**src/rtl/core/lz77_token_decompressor_top_macros.svh**
```systemverilog
// Assertion macros shared by the decompressor RTL.
`ifndef LZ77_TOKEN_DECOMPRESSOR_TOP_MACROS_SVH
`define LZ77_TOKEN_DECOMPRESSOR_TOP_MACROS_SVH

// Condition must hold at every clock edge outside reset.
`define LZD_ASSERT_ALWAYS(lbl, cond, msg) \
  lbl: assert property (@(posedge clk) disable iff (!rst_n) (cond)) else $error(msg);

// Antecedent in one cycle implies the consequent in the next.
`define LZD_ASSERT_NEXT(lbl, ante, cons, msg) \
  lbl: assert property (@(posedge clk) disable iff (!rst_n) (ante) |=> (cons)) else $error(msg);

`endif

```
**src/rtl/core/lzd_pkg.sv**
```systemverilog
// Shared types, codes and default parameters of the LZ77 token decompressor.
`timescale 1ns / 1ps

package lzd_pkg;

  localparam int DEF_HISTORY_DEPTH = 4096;
  localparam int DEF_OFFSET_BYTES  = 2;
  localparam int DEF_LENGTH_BYTES  = 1;
  localparam int DEF_MAX_COPY      = 63;

  localparam int STATUS_W = 2;

  typedef logic [STATUS_W-1:0] status_t;

  localparam status_t STS_DATA       = 2'd0;
  localparam status_t STS_BAD_OFFSET = 2'd1;
  localparam status_t STS_BAD_LENGTH = 2'd2;

  typedef enum logic [1:0] {
    CMD_NONE = 2'd0,
    CMD_LIT  = 2'd1,
    CMD_COPY = 2'd2,
    CMD_ERR  = 2'd3
  } cmd_kind_t;

  // Command from the token parser for one accepted byte.
  typedef struct packed {
    cmd_kind_t kind;
    status_t   status;
  } cmd_t;

endpackage

```
**src/rtl/core/lzd_parser.sv**
```systemverilog
// Token parser: gathers offset and length fields, checks them, issues commands.
`timescale 1ns / 1ps

module lzd_parser #(
  parameter int HISTORY_DEPTH = lzd_pkg::DEF_HISTORY_DEPTH,
  parameter int OFFSET_BYTES  = lzd_pkg::DEF_OFFSET_BYTES,
  parameter int LENGTH_BYTES  = lzd_pkg::DEF_LENGTH_BYTES,
  parameter int MAX_COPY      = lzd_pkg::DEF_MAX_COPY,
  parameter int PW            = $clog2(HISTORY_DEPTH) + 1,
  parameter int CW            = $clog2(MAX_COPY + 1)
) (
  input  logic          clk,
  input  logic          rst_n,
  input  logic          fire,
  input  logic [7:0]    in_byte,
  input  logic          stream_start,
  input  logic          msb_first,
  input  logic [PW-1:0] produced,
  output lzd_pkg::cmd_t cmd,
  output logic [CW-1:0] cmd_len,
  output logic [PW-1:0] cmd_off
);

  localparam int OFW   = 8 * OFFSET_BYTES;
  localparam int LNW   = 8 * LENGTH_BYTES;
  localparam int MAXB  = (OFFSET_BYTES > LENGTH_BYTES) ? OFFSET_BYTES : LENGTH_BYTES;
  localparam int IW    = $clog2(MAXB + 1);
  localparam int CMPW  = (OFW > PW) ? OFW : PW;

  typedef enum logic [3:0] {
    PH_OFFSET  = 4'b0001,
    PH_LENGTH  = 4'b0010,
    PH_LITERAL = 4'b0100,
    PH_NEXT    = 4'b1000
  } phase_t;

  phase_t          phase_r, phase_nxt, cur_phase;
  logic [IW-1:0]   idx_r, idx_nxt, cur_idx;
  logic [OFW-1:0]  off_r, off_nxt, cur_off, off_acc;
  logic [LNW-1:0]  len_r, len_nxt, cur_len, len_acc;
  logic [LNW-1:0]  lit_r, lit_nxt, cur_lit;
  logic            err_r, err_nxt, cur_err;
  logic [PW-1:0]   eff_prod;
  logic            off_over;
  lzd_pkg::cmd_t   cmd_c;

  // A stream start clears the parser before its byte is handled.
  assign cur_phase = stream_start ? PH_OFFSET : phase_r;
  assign cur_idx   = stream_start ? '0 : idx_r;
  assign cur_off   = stream_start ? '0 : off_r;
  assign cur_len   = stream_start ? '0 : len_r;
  assign cur_lit   = stream_start ? '0 : lit_r;
  assign cur_err   = stream_start ? 1'b0 : err_r;
  assign eff_prod  = stream_start ? '0 : produced;

  assign off_acc = msb_first ? ((cur_off << 8) | OFW'(in_byte))
                             : (cur_off | (OFW'(in_byte) << {cur_idx, 3'b000}));
  assign len_acc = msb_first ? ((cur_len << 8) | LNW'(in_byte))
                             : (cur_len | (LNW'(in_byte) << {cur_idx, 3'b000}));

  assign off_over = (off_acc != '0) && (CMPW'(off_acc) > CMPW'(eff_prod));

  always_comb begin
    phase_nxt   = cur_phase;
    idx_nxt     = cur_idx;
    off_nxt     = cur_off;
    len_nxt     = cur_len;
    lit_nxt     = cur_lit;
    err_nxt     = cur_err;
    cmd_c.kind   = lzd_pkg::CMD_NONE;
    cmd_c.status = lzd_pkg::STS_DATA;
    if (!cur_err) begin
      unique case (cur_phase)
        PH_OFFSET: begin
          if (cur_idx == IW'(OFFSET_BYTES - 1)) begin
            idx_nxt = '0;
            if (off_over) begin
              err_nxt      = 1'b1;
              off_nxt      = '0;
              len_nxt      = '0;
              cmd_c.kind   = lzd_pkg::CMD_ERR;
              cmd_c.status = lzd_pkg::STS_BAD_OFFSET;
            end else begin
              off_nxt   = off_acc;
              phase_nxt = PH_LENGTH;
            end
          end else begin
            idx_nxt = cur_idx + 1'b1;
            off_nxt = off_acc;
          end
        end
        PH_LENGTH: begin
          if (cur_idx == IW'(LENGTH_BYTES - 1)) begin
            idx_nxt = '0;
            if (cur_off == '0) begin
              if (len_acc == '0) begin
                phase_nxt = PH_OFFSET;
                len_nxt   = '0;
              end else begin
                lit_nxt   = len_acc;
                len_nxt   = len_acc;
                phase_nxt = PH_LITERAL;
              end
            end else if (len_acc > LNW'(MAX_COPY)) begin
              err_nxt      = 1'b1;
              phase_nxt    = PH_OFFSET;
              off_nxt      = '0;
              len_nxt      = '0;
              cmd_c.kind   = lzd_pkg::CMD_ERR;
              cmd_c.status = lzd_pkg::STS_BAD_LENGTH;
            end else begin
              len_nxt   = len_acc;
              phase_nxt = PH_NEXT;
            end
          end else begin
            idx_nxt = cur_idx + 1'b1;
            len_nxt = len_acc;
          end
        end
        PH_LITERAL: begin
          cmd_c.kind = lzd_pkg::CMD_LIT;
          lit_nxt    = cur_lit - 1'b1;
          if (cur_lit == LNW'(1)) begin
            phase_nxt = PH_OFFSET;
            off_nxt   = '0;
            len_nxt   = '0;
          end
        end
        PH_NEXT: begin
          // Empty copy only passes the next byte through.
          cmd_c.kind = (cur_len == '0) ? lzd_pkg::CMD_LIT : lzd_pkg::CMD_COPY;
          phase_nxt  = PH_OFFSET;
          off_nxt    = '0;
          len_nxt    = '0;
          lit_nxt    = '0;
        end
        default: begin
          phase_nxt = PH_OFFSET;
          idx_nxt   = '0;
          off_nxt   = '0;
          len_nxt   = '0;
          lit_nxt   = '0;
        end
      endcase
    end
  end

  always_ff @(posedge clk) begin
    if (!rst_n) begin
      phase_r <= PH_OFFSET;
      idx_r   <= '0;
      off_r   <= '0;
      len_r   <= '0;
      lit_r   <= '0;
      err_r   <= 1'b0;
    end else if (fire) begin
      phase_r <= phase_nxt;
      idx_r   <= idx_nxt;
      off_r   <= off_nxt;
      len_r   <= len_nxt;
      lit_r   <= lit_nxt;
      err_r   <= err_nxt;
    end
  end

  assign cmd     = cmd_c;
  assign cmd_len = CW'(cur_len);
  assign cmd_off = PW'(cur_off);

endmodule

```
**config.mk**
```make
export PLATFORM = sky130hd
export DESIGN_NAME = lzd_parser
export DESIGN_NICKNAME = d
export VERILOG_FILES = /design/src/rtl/core/lz77_token_decompressor_top_macros.svh /design/src/rtl/core/lzd_pkg.sv /design/src/rtl/core/lzd_parser.sv
export SDC_FILE = /design/constraint.sdc
export NUM_CORES = 1
export LEC_CHECK = 0
export ABC_AREA = 1
export BUFFER_PORTS_ARGS = -buffer_cell sky130_fd_sc_hd__buf_2
export CORE_MARGIN = 5
export CORE_UTILIZATION = 35
export CTS_BUF_LIST = sky130_fd_sc_hd__clkbuf_8
export DETAILED_ROUTE_END_ITERATION = 10
export MAX_ROUTING_LAYER = met4
export PLACE_DENSITY_LB_ADDON = 0.08
export SYNTH_ARGS = -nofsm -noshare
export SYNTH_HDL_FRONTEND = slang
export SYNTH_SLANG_ARGS = --single-unit
```
**constraint.sdc**
```tcl
create_clock -name clk -period 5.4 [get_ports clk]
set_input_delay 0.54 -clock clk [delete_from_list [all_inputs] [get_ports clk]]
set_output_delay 0.54 -clock clk [all_outputs]
set_load 0.02 [all_outputs]
```
# ---- After elaboration in Yosys (flattened, before gate mapping)
# Index checks and enable logic that the tools add are counted.
dict set report word_totals {
  reg_bits 39
  latchBits 0
  mem_bits_rw 0
  rom_bits 0
  out_inout_bits 23
  n_memories 0
}
dict set report classes {
  n_addsub 2
  mul 0
  div 0
  order_cmp 2
  n_eq_ne 6
  shift 2
  mux 60
  bitwise_logic 3
  n_reduce_logical 7
}
# cell count
set op_table {}
lappend op_table {{16-bit two-way mux} 9}
lappend op_table {{8-bit two-way mux} 15}
lappend op_table {{4-bit two-way mux} 14}
lappend op_table {{16-bit case mux with 3 select lines} 1}
lappend op_table {{8-bit case mux with 3 select lines} 2}
lappend op_table {{16-bit by 13-bit greater-than comparator with 1-bit output} 1}
lappend op_table {{16-bit logical NOT} 1}
lappend op_table {{8-bit logical NOT} 2}
lappend op_table {{16-bit bitwise OR} 1}
lappend op_table {{16-bit by 8-bit bitwise OR with 16-bit output} 1}
lappend op_table {{16-bit nonzero test} 1}
lappend op_table {{8-bit by 5-bit left shift with 16-bit output} 1}
lappend op_table {{13-bit two-way mux} 1}
lappend op_table {{4-bit case mux with 3 select lines} 1}
lappend op_table {{2-bit two-way mux} 5}
lappend op_table {{8-bit by 1-bit == test with 1-bit output (second input constant)} 1}
lappend op_table {{8-bit by 6-bit greater-than comparator with 1-bit output (second input constant)} 1}
lappend op_table {{8-bit bitwise OR} 1}
lappend op_table {{2-bit case mux with 4 select lines} 1}
lappend op_table {{8-bit by 5-bit left shift with 8-bit output} 1}
lappend op_table {{8-bit by 1-bit subtractor with 8-bit output (second input constant)} 1}
lappend op_table {{1-bit two-way mux} 7}
lappend op_table {{2-bit case mux with 3 select lines} 1}
lappend op_table {{4-bit by 1-bit == test with 1-bit output (second input constant)} 1}
lappend op_table {{other kinds (11)} 11}

# ---- Depth between registers and ports, before layout
dict set report logic_depth {
  ltp_word 10
  ltp_mapped 20
}

# ---- Least setup slack after synthesis
# OpenSTA, ideal clock, no wires.
dict set report synth_timing {
  kind {input to output}
  startpoint {input port stream_start}
  endpoint {output port cmd[0] (netlist bit)}
  arrival_ps 2580
  required_ps 4860
  path_slack_ps 2280
  cell_stages 16
  n_path_buf 3
  cell_sequence {inv_2 -> buf_6 -> buf_6 -> clkbuf_1 -> nand2_1 -> ha_1 -> nand2_1 -> o21ai_0 -> nand2_1 -> nand2_1 -> nand3_1 -> nand3_1 -> nand3_1 -> nor2_1 -> nand2_1 -> nor2_1}
}
# element line
set synth_lines {}
lappend synth_lines {{start: declaration} lzd_parser.sv:16} ;# input logic stream_start,
lappend synth_lines {{end: declaration} lzd_parser.sv:19} ;# output lzd_pkg::cmd_t cmd,

==> results_tabular.tex <==
\begin{tabular}{lr}
\hline
Metric & Value \\
\hline
\multicolumn{2}{l}{\textbf{Status}} \\
Run status & complete, no violations \\
\multicolumn{2}{l}{\textbf{Synthesis}} \\
Leading cell type by number of instances after synthesis & sky130\_fd\_sc\_hd\_\_nand2\_1 \\
Sequential-to-total area share from yosys stat & 0.190 \\
Main flop type after synthesis & sky130\_fd\_sc\_hd\_\_dfxtp\_1 \\
Post-synthesis sequential element count & 39 \\
Number of library cell types mapped by synthesis & 37 \\
Number of enable-type register cells in the synthesized netlist & 0 \\
Synthesized net count & 785 \\
Top area cells in the synthesized netlist & sky130\_fd\_sc\_hd\_\_nand2\_1, sky130\_fd\_sc\_hd\_\_dfxtp\_1, sky130\_fd\_sc\_hd\_\_o21ai\_0 \\
Number of synthesis warnings & 0 \\
Cell area after technology mapping & 4120 µm² \\
Library cell occupying the most area in the post-synthesis netlist & sky130\_fd\_sc\_hd\_\_nand2\_1 \\
Average cell area after synthesis & 5.56 µm² \\
Commonest cells in the synthesized netlist & sky130\_fd\_sc\_hd\_\_nand2\_1, sky130\_fd\_sc\_hd\_\_nor2\_1, sky130\_fd\_sc\_hd\_\_inv\_1, sky130\_fd\_sc\_hd\_\_o21ai\_0, sky130\_fd\_sc\_hd\_\_a21oi\_1 \\
Count of mapped cells out of synthesis & around 740 \\
Synth async-reset ratio & 0 \\
Yosys top cell area share & 0.211 \\
\multicolumn{2}{l}{\textbf{Worst setup path}} \\
Worst Reg-to-Reg Cells & 16 \\
Worst reg2reg path startpoint & idx\_r[0]\$\_SDFFE\_PN0P\_ \\
Slowest cell on crit path & sky130\_fd\_sc\_hd\_\_buf\_2 \\
Cell Chain, Critical Path & buf\_2 > inv\_2 > nand2\_4 > nand3\_1 > nand2\_1 > nand2\_1 > inv\_1 > ha\_1 > a21oi\_1 > nor2\_1 > nor3\_1 > nand2\_1 > nand3\_1 > nand3\_1 > nand3\_1 > nor2\_1 > nand2\_1 > nand2\_1 > o21bai\_1 > inv\_1 > buf\_2 \\
Arrival time at the worst endpoint & 3.60 ns \\
Worst setup path class & input pin to output pin \\
Maximum fanout along the worst path & 31 \\
Critical path required time & 4.86 ns \\
Type of origin of the critical path & input pin \\
Stage delay of the slowest cell on the critical path & 0.49 ns \\
Most numerous cell on the critical path & sky130\_fd\_sc\_hd\_\_nand2\_1 \\
Worst r2r dst & off\_r[5]\$\_SDFFE\_PN0P\_ \\
Type of element capturing the critical path & output pin \\
Register-to-Register Setup Slack & about 2.3 ns \\
\multicolumn{2}{l}{\textbf{Placed design}} \\
Detail Placement HPWL & about 11000 µm \\
Weighted congestion reported at the end of routability-driven placement & between 0.9 and 1 \\
Number of placed cells counting well taps & 899 \\
Port Buffers & 48 \\
\multicolumn{2}{l}{\textbf{Drt}} \\
Top routing layer used & met4 \\
DR vias/cell & between 5 and 6 \\
Routed metal-1 wire length & 6660 µm \\
Routed WL & about 15000 µm \\
Mean routed wirelength per cell & roughly 16 µm \\
DRT iter0 DRCs & 361 \\
Count of unresolved DRC violations after routing & 0 \\
Routed wl met2 & 6800 µm \\
Routed wl met3 & 766 µm \\
Remaining antenna violation count & 0 \\
Detailed-routing iteration count for the pre-antenna-repair pass & 5 \\
Via count & 4750 \\
\multicolumn{2}{l}{\textbf{Clock tree}} \\
\# clock sinks & 39 \\
Clock edge transition at the registers on the reported setup and hold paths & around 0.08 ns \\
Total CTS buffers & 5 \\
Worst-skew pair later-pin latency & approximately 0.33 ns \\
Post-CTS sizing & 0 \\
Cts hold-fix bufs & 0 \\
Clock Tree Buf Depth & 2 \\
Number of post-CTS setup repair buffers & 0 \\
Clk root buf & sky130\_fd\_sc\_hd\_\_clkbuf\_8 \\
Total number of H-tree levels & 2 \\
TritonCTS clock tree & yes \\
\multicolumn{2}{l}{\textbf{Floorplanning}} \\
Width of the chip & 118 µm \\
Vertical die dimension & 118 µm \\
Area of the core region & 11500 µm² \\
Initial standard-cell utilization of the core & 0.359 \\
I/O Pins & 49 \\
Standard-cell row count & 39 \\
Total die area & 14000 µm² \\
\multicolumn{2}{l}{\textbf{Power}} \\
Standby leakage power & about 2.3 nW \\
VDD IR-drop max & about 0.12 mV \\
Areal power density over the cells & 198 nW/µm² \\
\multicolumn{2}{l}{\textbf{Global routing}} \\
Global Route Usage Sum & 0.214 \\
Largest net degree at the start of global routing & 34 \\
Number of antenna violations at the first check in global routing & 0 \\
Overflow left after global routing & 0 \\
Wire length of the first global-routing pass & 23800 µm \\
Number of global-route vias before repair & approximately 4.5k \\
\multicolumn{2}{l}{\textbf{STA}} \\
Final number of hold-violating endpoints & 0 \\
RSZ-0062 raised after global routing & false \\
Setup\_tns & 0 ns \\
Pins Over Slew Limit & 0 \\
Period Utilization, post-route & 0.767 \\
Min cycle time layout & 4.14 ns \\
Maximum operating frequency & 241 MHz \\
Clk\_skew & around 0.013 ns \\
Number of failing setup endpoints in the final timing report & 0 \\
Slew at the pin with the worst max-slew slack & 0.859 ns \\
Worst-case headroom to the max-slew limit & 0.426 \\
\multicolumn{2}{l}{\textbf{Hold path}} \\
Count of cells along the worst hold path & 2 \\
HP Class & flip-flop to flip-flop \\
Endpoint with the worst hold slack & off\_r[3]\$\_SDFFE\_PN0P\_ \\
Min-delay src & off\_r[3]\$\_SDFFE\_PN0P\_ \\
\multicolumn{2}{l}{\textbf{Cells and area}} \\
Share of post-route cells with drive strength above 1 & 0.118 \\
Filler cell count in the final layout & 1305 \\
Number of standard cells in the layout, taps in and fillers out & 907 \\
Growth of design area from synthesis to finish & 8.17\% \\
\# nets final & 807 \\
Ant. Diodes & 0 \\
\multicolumn{2}{l}{\textbf{Run}} \\
Max-cap violations & 0 \\
\hline
\end{tabular}
## cell usage in the layout, fill, tap and decap left out, types with 2 or more instances in the layout
cell type	count
sky130_fd_sc_hd__nand2_2	4
sky130_fd_sc_hd__nor3_4	2
sky130_fd_sc_hd__nor2_2	7
sky130_fd_sc_hd__nor3_1	4
sky130_fd_sc_hd__o21bai_1	2
sky130_fd_sc_hd__o21ai_0	78
sky130_fd_sc_hd__dfxtp_1	39
sky130_fd_sc_hd__a31oi_1	7
sky130_fd_sc_hd__o31ai_1	3
sky130_fd_sc_hd__o22ai_1	3
sky130_fd_sc_hd__nand4_1	11
sky130_fd_sc_hd__a21oi_1	51
sky130_fd_sc_hd__nor2_1	93
sky130_fd_sc_hd__nand2_1	232
sky130_fd_sc_hd__nand2_4	3
sky130_fd_sc_hd__ha_1	18
sky130_fd_sc_hd__inv_1	84
sky130_fd_sc_hd__buf_2	48
sky130_fd_sc_hd__inv_2	7
sky130_fd_sc_hd__buf_4	3
sky130_fd_sc_hd__o21ai_1	5
sky130_fd_sc_hd__clkbuf_8	5
sky130_fd_sc_hd__nand3_1	39
sky130_fd_sc_hd__nor2_4	2
## sequential cells by signal, indices dropped and copies added (netlist names)
| register | cells |
|---|---|
| lit_r | 8 |
| err_r | 1 |
| phase_r | 4 |
| idx_r | 2 |
| len_r | 8 |
| off_r | 16 |
## cell families (layout without fill, tap and decap cells)
| family | count (synthesis) | after routing | share of synthesized area |
|---|---|---|---|
| AO/OA/AOI/OAI | 153 | 153 | 0.196 |
| XOR/XNOR | 1 | 1 | 0.00213 |
| adder cells (fa/ha/maj) | 18 | 18 | 0.0547 |
| buffers and inverters | 128 | 151 | 0.137 |
| flip-flops | 39 | 39 | 0.190 |
| AND/OR/NAND/NOR | 402 | 402 | 0.421 |
## power by group
group / switching [W] / leakage (nW) / total, W / internal, W
logic: 0.000216 / 1.88 / 0.000307 / 0.0000915
registers: 0.0000107 / 0.318 / 0.000313 / 0.000302
clock network: 0.000126 / 0.0581 / 0.000263 / 0.000138
## critical path: cells and delay by family
| family | cells | cell delay, ns |
|---|---|---|
| and+or+nand+nor | 13 | 1.44 |
| buffers and inverters | 5 | 1.08 |
| AOI/OAI and AO/OA | 2 | 0.28 |
| adders and majority gates | 1 | 0.23 |
## metrics by stage
step                      hold slack, ns  total power [W]  utilization  instance area, µm²  worst slack (ns)
after CTS                          0.470         0.000898        0.388                4450              1.27
after global placement             0.453         0.000624        0.379                4340              1.40
after detailed placement           0.457         0.000626        0.379                4340              1.29
final                              0.466         0.000883        0.388                4450              1.26
after floorplan                    0.445         0.000544            -                4120              2.28
after global routing               0.485         0.000950        0.388                4450             0.839
## cell type report
type | instances | area (µm²) | area share
clock buffer | 5 | 68.8 | 0.0154
timing repair buffer | 51 | 263 | 0.0590
clock inverter | 3 | 43.8 | 0.00983
inverter | 92 | 345 | 0.0775
sequential | 39 | 781 | 0.175
multi-input combinational | 574 | 2770 | 0.623
tap | 143 | 179 | 0.0402
## how the worst max path moves through the flow
stage	from	slack, ns	endpoint	cells past startpoint
global placement	stream_start	1.40	cmd[2]	21
floorplan	stream_start	2.28	cmd[0]	16
finish	stream_start	1.26	cmd[2]	21
global route	stream_start	0.84	cmd[2]	21
detailed placement	stream_start	1.29	cmd[2]	21
CTS	stream_start	1.27	cmd[2]	21
## routing by layer
| layer | global-route usage | up-vias |
|---|---|---|
| met2 | 0.345 | 128 |
| met4 | 0.0737 | 0 |
| met1 | 0.274 | 2182 |
| met5 | - | - |
| met3 | 0.0339 | 26 |
| li1 | - | 2414 |
(Power assumes the default switching activity.)
